File: src/rtl/stb_pkg.sv
// Shared types and constants for the sorted key/value table with binary search.
// Used by stb_front, stb_back and the top level sorted_table_binary_search.
`default_nettype none

package stb_pkg;

  // Table geometry.
  localparam int TableDepth = 1024;
  localparam int AddrW      = $clog2(TableDepth);
  localparam int CntW       = AddrW + 1;

  // Field widths.
  localparam int DataW = 32;
  localparam int ActW  = 2;

  // Command queue between the front and the back.
  localparam int QDepth = 2;
  localparam int QPtrW  = $clog2(QDepth);
  localparam int QCntW  = $clog2(QDepth + 1);

  // Action codes on the input channel.
  localparam logic [ActW-1:0] ACT_CLEAR  = 2'd0;
  localparam logic [ActW-1:0] ACT_APPEND = 2'd1;
  localparam logic [ActW-1:0] ACT_LOOKUP = 2'd2;

  // Decoded operation carried to the back.
  typedef enum logic [1:0] {
    OP_NOP,
    OP_CLEAR,
    OP_APPEND,
    OP_LOOKUP
  } op_e;

  // One queued command.
  typedef struct packed {
    op_e                     op;
    logic signed [DataW-1:0] key;
    logic signed [DataW-1:0] value;
  } cmd_t;

endpackage

`default_nettype wire

File: src/rtl/stb_front.sv
// Front end: accepts input transactions, decodes the action and holds a
// short command queue for the back end. Depends on stb_pkg.
`default_nettype none

module stb_front import stb_pkg::*; (
  input  logic                    clk_i,
  input  logic                    rst_ni,
  input  logic                    push,
  output logic                    full,
  input  logic [ActW-1:0]         action_i,
  input  logic signed [DataW-1:0] item_key_i,
  input  logic signed [DataW-1:0] item_value_i,
  output logic                    cmd_valid_o,
  input  logic                    cmd_ready_i,
  output cmd_t                    cmd_o
);

  cmd_t             q_mem [QDepth];
  logic [QPtrW-1:0] wr_ptr_q, rd_ptr_q;
  logic [QCntW-1:0] q_cnt_q;
  logic             do_push, do_pop;
  cmd_t             cmd_in;

  // Decode the action; the reserved code becomes a no-op.
  always_comb begin
    cmd_in.key   = item_key_i;
    cmd_in.value = item_value_i;
    unique case (action_i)
      ACT_CLEAR:  cmd_in.op = OP_CLEAR;
      ACT_APPEND: cmd_in.op = OP_APPEND;
      ACT_LOOKUP: cmd_in.op = OP_LOOKUP;
      default:    cmd_in.op = OP_NOP;
    endcase
  end

  assign full        = (q_cnt_q == QCntW'(QDepth));
  assign cmd_valid_o = (q_cnt_q != '0);
  assign cmd_o       = q_mem[rd_ptr_q];
  assign do_push     = push && !full;
  assign do_pop      = cmd_valid_o && cmd_ready_i;

  // Queue storage holds payload only.
  always_ff @(posedge clk_i) begin
    if (do_push) begin
      q_mem[wr_ptr_q] <= cmd_in;
    end
  end

  // Queue pointers and fill count.
  always_ff @(posedge clk_i or negedge rst_ni) begin
    if (!rst_ni) begin
      wr_ptr_q <= '0;
      rd_ptr_q <= '0;
      q_cnt_q  <= '0;
    end else begin
      if (do_push) begin
        wr_ptr_q <= wr_ptr_q + 1'b1;
      end
      if (do_pop) begin
        rd_ptr_q <= rd_ptr_q + 1'b1;
      end
      if (do_push && !do_pop) begin
        q_cnt_q <= q_cnt_q + 1'b1;
      end else if (do_pop && !do_push) begin
        q_cnt_q <= q_cnt_q - 1'b1;
      end
    end
  end

endmodule

`default_nettype wire

File: config.mk
export PLATFORM = sky130hd
export DESIGN_NAME = stb_front
export DESIGN_NICKNAME = d
export VERILOG_FILES = /design/src/rtl/stb_pkg.sv /design/src/rtl/stb_front.sv
export SDC_FILE = /design/constraint.sdc
export NUM_CORES = 1
export LEC_CHECK = 0
export ABC_CLOCK_PERIOD_IN_PS = 3800
export BUFFER_PORTS_ARGS = -buffer_cell sky130_fd_sc_hd__buf_2
export CAP_MARGIN = 40
export CORE_MARGIN = 2
export CORE_UTILIZATION = 30
export DETAILED_ROUTE_END_ITERATION = 8
export PLACE_DENSITY_LB_ADDON = 0.1
export SETUP_SLACK_MARGIN = 0.05
export SYNTH_ARGS = -nofsm -noshare
export SYNTH_HDL_FRONTEND = slang
export SYNTH_SLANG_ARGS = --single-unit
File: constraint.sdc
create_clock -name clk_i -period 3.8 [get_ports clk_i]
set_input_delay 0.19 -clock clk_i [delete_from_list [all_inputs] [get_ports clk_i]]
set_output_delay 0.19 -clock clk_i [all_outputs]
set_load 0.01 [all_outputs]
==> results.cfg, run 1 <==
[yosys]
syn_area_um2 = 5130
syn_inst = 231
ys.flop_type = edfxtp_1
syn_avg_cell_area_um2 = 22.2
synth_top_area_cell = edfxtp_1
synth_cell_type_count = 16
async_flop_share = 0.0294
yosysTopAreaCellShare = 0.773
seq_area_frac_synth = 0.793
synthTopCellsByArea = edfxtp_1 (77%), mux2_4 (8.8%), mux2_2 (7.9%)
synth_most_common_cell = edfxtp_1
synthesis.nets = 305
ys_seq_elements = 136
ys_warn_count = 0
synth_commonest_cells = edfxtp_1 (132), mux2_2 (36), mux2_4 (30)
synth_edf_count = 132

[power_and_ir_drop]
swShare = 0.283
clockPowerShare = 0.278
vdd_ir_drop_max_v = 0.000314
p_per_area_nw_per_um2 = 717
p_comb_frac = 0.298
p_seq_frac = 0.423
p_sw_w = 0.00149
leakage_nw = 2.86
p_int_w = 0.00376

[cells_and_area]
layout.nets = 523
syn_to_final_growth_pct = 42.8
nFillCells = 1501
instances_no_fill = 681
drive_above_1_share = 0.512
n_antenna_cell = 0

[sta]
rsz0062_at_grt = no
fmax_mhz = 448
fin_skew_ps = 5.88
tns_ps = 0
worst_pin_slew_ps = 587
setup_viol = 0
period_share = 0.587
slew_viol_final = 0
hold_viol = 0
final.setup.worst_slack_ps = 1570
slew_headroom = 0.609
period_needed_ps = 2230

[floorplanning]
num_rows = 47
die_w_um = 135
die_area_um2 = 18100
ios = 138
start_util = 0.308
coreArea_um2 = 16600
die_h_um = 135

[route]
drc_errors = 0
totalWireLength_mm = 9.77
drt-pass1-iter-count = 4
avgRoutedWirePerCell_um = 14.3
ant_nets = 0
vias = 2822
drt-initial-drc-count = 113
viasPerCell = 4.14

[setup_path]
regToRegSetupSlack_ps = 1840
critPathMaxFanout = 38
cp.buffers_inverters = 2
cp_slowest_cell = dfrtp_4
arrival_ps = 2040
critPathTopFamily = flip-flops
end_kind = output pin
critPathMaxStageDelay_ps = 810
crit_chain = buf_16 > mux2_2 > buf_2
start_kind = register
cp.required_ps = 3610
path_class = reg2out

[global_route]
antenna_found_initial = 0
track_usage = 0.114
grt_max_degree = 41
grt_pass1_wl_mm = 15.5
grt_remaining_overflow = 0
grt_pass1_vias = 3073

[placed_design]
pre_cts_slack_ps = 1810
gp_congestion = 0.719
port_buffers = 137
dpl.cell_count = 585
dp_hpwl_mm = 5.92

[clock_tree]
cts_root_buf = clkbuf_16
cts-resized-gates = 0
clockBufferDepth = 2
cts_sinks = 136
cts_max_level = 4
cts_tree = yes
insertion_delay_ps = 410
path_clk_slew_ps = 50
numCtsBuffers = 17
cts_setup_buffers = 0

[job]
maxCapViolations = 0

[status]
status = complete, no violations

[min_path]
hold_class = in2reg
-- cells in the final DEF (no fill, tap or decap), types with 2 or more instances in the layout --
master / n
inv_1: 4
clkinvlp_4: 2
clkbuf_16: 17
clkbuf_1: 4
clkinv_2: 4
mux2_2: 36
dlygate4sd3_1: 65
clkinv_1: 2
xnor2_1: 3
mux2_4: 30
edfxtp_1: 132
ha_1: 4
nor2_1: 3
nand2_1: 2
dfrtp_1: 3
buf_16: 3
xor2_1: 2
buf_2: 137
-- registers in the layout, summed over array words and instances (netlist names) --
| register | flops |
|---|---|
| q_cnt_q | 2 |
| q_mem | 132 |
| rd_ptr_q | 1 |
| wr_ptr_q | 1 |
-- per-stage QoR --
| stage | util | hold slack, ps | cell area [um^2] | power [W] |
|---|---|---|---|---|
| after CTS | 0.440 | 78.7 | 7320 | 0.00537 |
| after global routing | 0.440 | 117 | 7320 | 0.00556 |
| after floorplan | - | -106 | 5130 | 0.00321 |
| final | 0.440 | 114 | 7320 | 0.00525 |
| after global placement | 0.365 | 3.30 | 6070 | 0.00375 |
| after detailed placement | 0.370 | 4.90 | 6150 | 0.00382 |
-- area by class of cell --
| type | instances | area, um^2 | area share |
|---|---|---|---|
| sequential | 136 | 4070 | 0.556 |
| timing repair buffer | 206 | 1440 | 0.197 |
| multi-input combinational | 84 | 1000 | 0.137 |
| clock buffer | 21 | 440 | 0.0602 |
| tap | 220 | 275 | 0.0376 |
| clock inverter | 10 | 81.3 | 0.0111 |
| inverter | 4 | 15.0 | 0.00205 |
-- metal layers --
metal  wire [um]  global-route usage  vias to the layer above
li1            -                   -                     1341
met1        4190               0.129                     1368
met2        4720               0.188                       99
met3         690              0.0465                       14
met4         171              0.0526                        0
met5           0                   0                        -
-- power by group through the flow --
stage | logic (W) | registers, W | clock network, W
2_1_floorplan | 0.00105 | 0.00216 | 0
3_3_place_gp | 0.00140 | 0.00235 | 0
3_5_place_dp | 0.00156 | 0.00226 | 0
4_1_cts | 0.00162 | 0.00223 | 0.00151
5_1_grt | 0.00171 | 0.00226 | 0.00158
6_report | 0.00157 | 0.00222 | 0.00146
-- path summary, 6_finish.rpt --
check	from	end	cells after the start
hold reg to reg	q_cnt_q[1]	q_cnt_q[1]	1
max in group asynchronous	rst_ni	rd_ptr_q	2
setup reg to reg	q_cnt_q[0]	q_mem[0][54]	5
min in group asynchronous	rst_ni	q_cnt_q[0]	2
setup / recovery	rd_ptr_q	cmd_o[64]	3
hold / removal	cmd_ready_i	rd_ptr_q	3
-- repair_timing --
| action | CTS | global route |
|---|---|---|
| hold buffers | 65 | 0 |
| setup endpoints to repair | 0 | 0 |
| hold endpoints to repair | 132 | 0 |
-- cells by family after synthesis --
group / count (synthesis) / synth area share
adder cells (fa/ha/maj): 4 / 0.00976
AND/OR/NAND/NOR: 9 / 0.00806
buffers and inverters: 11 / 0.0139
multiplexers: 66 / 0.167
XOR/XNOR: 5 / 0.00854
flip-flops: 136 / 0.793
-- worst min-delay path, cell delays in order --
cell and delay, ps:
buf_2 110, nand2_1 110, xnor2_1 70
No activity file was read; power rests on OpenSTA's default activity.
==> run 2, diff against run 1 <==
- ABC_CLOCK_PERIOD_IN_PS: 3800 -> 2050
- clock period: 3.8 -> 2.05 ns (I/O delays scaled with it)
==> results.cfg, run 2 (synthesis results as in run 1) <==
[status]
status = complete, no violations

[cells_and_area]
syn_to_final_growth_pct = 45.7
largest_register_ffs = 132
nFillCells = 1492
multiInputGateArea_um2 = 1020
fin_util = 0.449
regArea_um2 = 4070
layout.nets = 528
top_register = q_mem
layout_common_cells = buf_2 (137), edfxtp_1 (132), dlygate4sd3_1 (66)
drive_above_1_share = 0.529
reg_top3 = q_mem: 132 flops, q_cnt_q: 2 flops
final_common_cell = buf_2
n_antenna_cell = 0

[global_route]
grt_max_degree = 36
grt_pass1_vias = 3066
grt_remaining_overflow = 0
antenna_found_initial = 0
track_usage = 0.118
grt_pass1_wl_mm = 15.9

[floorplanning]
die_w_um = 135
num_rows = 47
coreArea_um2 = 16600
die_area_um2 = 18100
start_util = 0.308
ios = 138
die_h_um = 135

[setup_path]
path_class = reg2out
cp_slowest_cell = dfrtp_4
cp.required_ps = 1950
end_kind = output pin
critPathMaxStageDelay_ps = 460
crit_chain = buf_12 > mux2_2 > buf_2
critPathMaxFanout = 28
critPathTopFamily = flip-flops
cp.buffers_inverters = 2
arrival_ps = 1640
start_kind = register

[clock_tree]
cts_sinks = 136
cts_root_buf = clkbuf_16
cts_tree = yes
insertion_delay_ps = 410
cts-resized-gates = 0
clockBufferDepth = 2
path_clk_slew_ps = 60
numCtsBuffers = 17
cts_max_level = 4

[sta]
hold_viol = 0
tns_ps = 0
slew_headroom = 0.845
fin_skew_ps = 13.1
setup_viol = 0
rsz0062_at_grt = no
period_needed_ps = 1740
worst_pin_slew_ps = 233
fmax_mhz = 575
hold_slack_ps = 36.3
period_share = 0.849
final.setup.worst_slack_ps = 310
slew_viol_final = 0

[route]
vias = 2802
avgRoutedWirePerCell_um = 14.7
drc_errors = 0
viasPerCell = 4.08
totalWireLength_mm = 10.1
ant_nets = 0
drt-initial-drc-count = 87
drt-pass1-iter-count = 4

[power_and_ir_drop]
p_per_area_nw_per_um2 = 1370
leakage_nw = 2.94
power_w = 0.0103
vdd_ir_drop_max_v = 0.000568

[placed_design]
gp_congestion = 0.651
dp_hpwl_mm = 6.19
port_buffers = 137
pre_cts_slack_ps = 511

[job]
maxCapViolations = 0

[min_path]
hold_class = in2async
[run 2: changes by cell type in the layout (fill, tap and decap cells not counted), sizes merged]
cell / change
clkinv: -1
buf: +4
inv: +1
bufinv: +3
clkbuf: -3
clkinvlp: +1
dlygate4sd3: +1
[run 2: repair_timing]
item	in CTS	in global routing
setup buffers	2	0
hold buffers	66	0
hold endpoints to repair	133	0
setup endpoints to repair	1	0
[run 2: path summary, 6_finish.rpt]
check	start	to	slack [ps]	depth (start not counted)
max	rd_ptr_q	cmd_o[58]	310	3
min	rst_ni	q_cnt_q[1]	40	2
max reg2reg	q_cnt_q[0]	q_cnt_q[1]	500	5
min reg2reg	q_cnt_q[0]	q_cnt_q[0]	540	1
max in group asynchronous	rst_ni	rd_ptr_q	1850	2
min in group clk_i	cmd_ready_i	rd_ptr_q	40	3
[run 2: worst reg2reg max path: stages (launching register included)]
cell and delay (ps):
dfrtp_1 420, or2_2 320, nand2_1 150, ha_1 280, nor2_1 150, xor2_1 170
[run 2: through the flow]
step / cells / cell area (um^2)
floorplan: 231 / 5150
global placement: 587 / 6180
detailed placement: 587 / 6180
CTS: 687 / 7470
global route: 687 / 7470
finish: 687 / 7470
[run 2: layout make-up]
class | count | share of cell area
Inverter | 4 | 0.00201
Clock inverter | 14 | 0.0241
Multi-Input combinational cell | 84 | 0.136
Tap cell | 220 | 0.0369
Timing Repair Buffer | 211 | 0.198
Sequential cell | 136 | 0.545
Clock buffer | 18 | 0.0575
[run 2: power breakdown]
| group | internal (W) | switching, W | total, W |
|---|---|---|---|
| Sequential | 0.00381 | 0.000178 | 0.00399 |
| Clock | 0.00202 | 0.00111 | 0.00313 |
| Combinational | 0.00160 | 0.00154 | 0.00314 |
| Total | 0.00743 | 0.00284 | 0.0103 |
[run 2: layer usage]
layer | routed length (um) | GRT usage | vias up
li1 | - | - | 1350
met1 | 4680 | 0.147 | 1358
met2 | 4680 | 0.186 | 86
met3 | 590 | 0.0420 | 8
met4 | 133 | 0.0509 | 0
met5 | 0 | 0 | -
==> run 3, diff against run 2 <==
- ABC_CLOCK_PERIOD_IN_PS: 2050 -> 1500
- clock period: 2.05 -> 1.5 ns (I/O delays scaled with it)
==> results.cfg, run 3 (synthesis results as in run 1) <==
[status]
status = finished, violations left
violations = negative setup slack

[cells_and_area]
layout_common_cells = edfxtp_1 (132), buf_2 (94), dlygate4sd3_1 (68)
instances_no_fill = 701
reg_top3 = q_mem: 132 flops, q_cnt_q: 2 flops
n_antenna_cell = 0
top_register = q_mem
syn_to_final_growth_pct = 55.6
drive_above_1_share = 0.545
final_common_cell = edfxtp_1
nFillCells = 1456
largest_register_ffs = 132
layout.nets = 542

[clock_tree]
clockBufferDepth = 2
cts_root_buf = clkbuf_16
cts_tree = yes
numCtsBuffers = 17
cts_sinks = 136
path_clk_slew_ps = 60
insertion_delay_ps = 420
cts_max_level = 4

[job]
maxCapViolations = 0

[placed_design]
dp_hpwl_mm = 5.90
dpl.cell_count = 589
gp_congestion = 0.643
port_buffers = 137

[route]
ant_nets = 0
drt-pass1-iter-count = 4
drc_errors = 0
avgRoutedWirePerCell_um = 15.2
drt-initial-drc-count = 136
totalWireLength_mm = 10.7
vias = 2947
viasPerCell = 4.20

[global_route]
grt_pass1_vias = 3102
grt_max_degree = 38
grt_remaining_overflow = 0
track_usage = 0.116
antenna_found_initial = 0
grt_pass1_wl_mm = 15.6

[power_and_ir_drop]
p_per_area_nw_per_um2 = 1890
vdd_ir_drop_max_v = 0.000914
leakage_nw = 3.15
power_w = 0.0151

[sta]
fmax_mhz = 584
slew_viol_final = 0
hold_slack_ps = 62.3
hold_viol = 0
worst_pin_slew_ps = 216
period_needed_ps = 1710
fin_skew_ps = 9.35
setup_viol = 66
final.setup.worst_slack_ps = -213
slew_headroom = 0.855
period_share = 1.14
rsz0062_at_grt = yes
tns_ps = -12330

[setup_path]
crit_chain = buf_6 > mux2_2 > buf_2
critPathMaxStageDelay_ps = 520
cp.required_ps = 1420
arrival_ps = 1640
cp_slowest_cell = dfrtp_4
start_kind = register
path_class = reg2out
end_kind = output pin
critPathMaxFanout = 8

[floorplanning]
coreArea_um2 = 16600
die_area_um2 = 18100
die_h_um = 135
die_w_um = 135
start_util = 0.308
num_rows = 47
ios = 138

[min_path]
hold_class = in2reg
-- run 3: power breakdown --
group,switching (W),internal (W),total (W)
combinational,0.00242,0.00326,0.00567
clock,0.00153,0.00242,0.00395
sequential,0.000260,0.00520,0.00546
-- run 3: area by class of cell --
cell class / count / area [um^2] / area share
clock buffers: 18 / 429 / 0.0538
clock inverters: 14 / 131 / 0.0165
inverters: 4 / 15.0 / 0.00188
multi-input cells: 84 / 1060 / 0.133
flip-flops and latches: 136 / 4070 / 0.510
well taps: 220 / 275 / 0.0345
repair buffers: 225 / 1990 / 0.250
-- run 3: final timing paths --
check	cells past startpoint	startpoint	slack [ps]	end
worst min register to register	1	wr_ptr_q	550	wr_ptr_q
max in group asynchronous	3	rst_ni	720	rd_ptr_q
min in group asynchronous	3	rst_ni	570	q_cnt_q[0]
worst max register to register	6	q_cnt_q[1]	20	q_mem[0][23]
worst max-delay path	3	rd_ptr_q	-210	cmd_o[45]
worst min-delay path	3	action_i[1]	60	q_mem[0][65]
-- run 3: worst max-delay path, delay by kind of cell, from the launching register on --
kind | cells | cell delay (ps)
buffers and inverters | 2 | 360
multiplexers | 1 | 340
flip-flops | 1 | 520
-- run 3: repair_timing --
action                                  in CTS  in global routing
hold buffers                                68                  0
endpoints found under the setup margin      67                118
setup buffers                                3                  2
cloned                                       0                  7
hold endpoints to repair                   134                  0
pin swaps                                    3                  5
resized for setup                           40                 21
-- run 3: per-stage QoR --
step                area (um^2)  worst slack (ps)  utilization
detailed placement         6210             -1.94        0.373
global route               7980              -276        0.479
CTS                        7710              -268        0.463
finish                     7980              -213        0.479
global placement           6210              61.0        0.373
floorplan                  5150              -498            -
-- run 3: per-layer routing --
layer,GRT usage,up-vias,routed length (um)
met5,0,-,0
met4,0.0550,0,147
met3,0.0518,15,773
met2,0.187,99,5140
met1,0.133,1447,4630
li1,-,1386,-
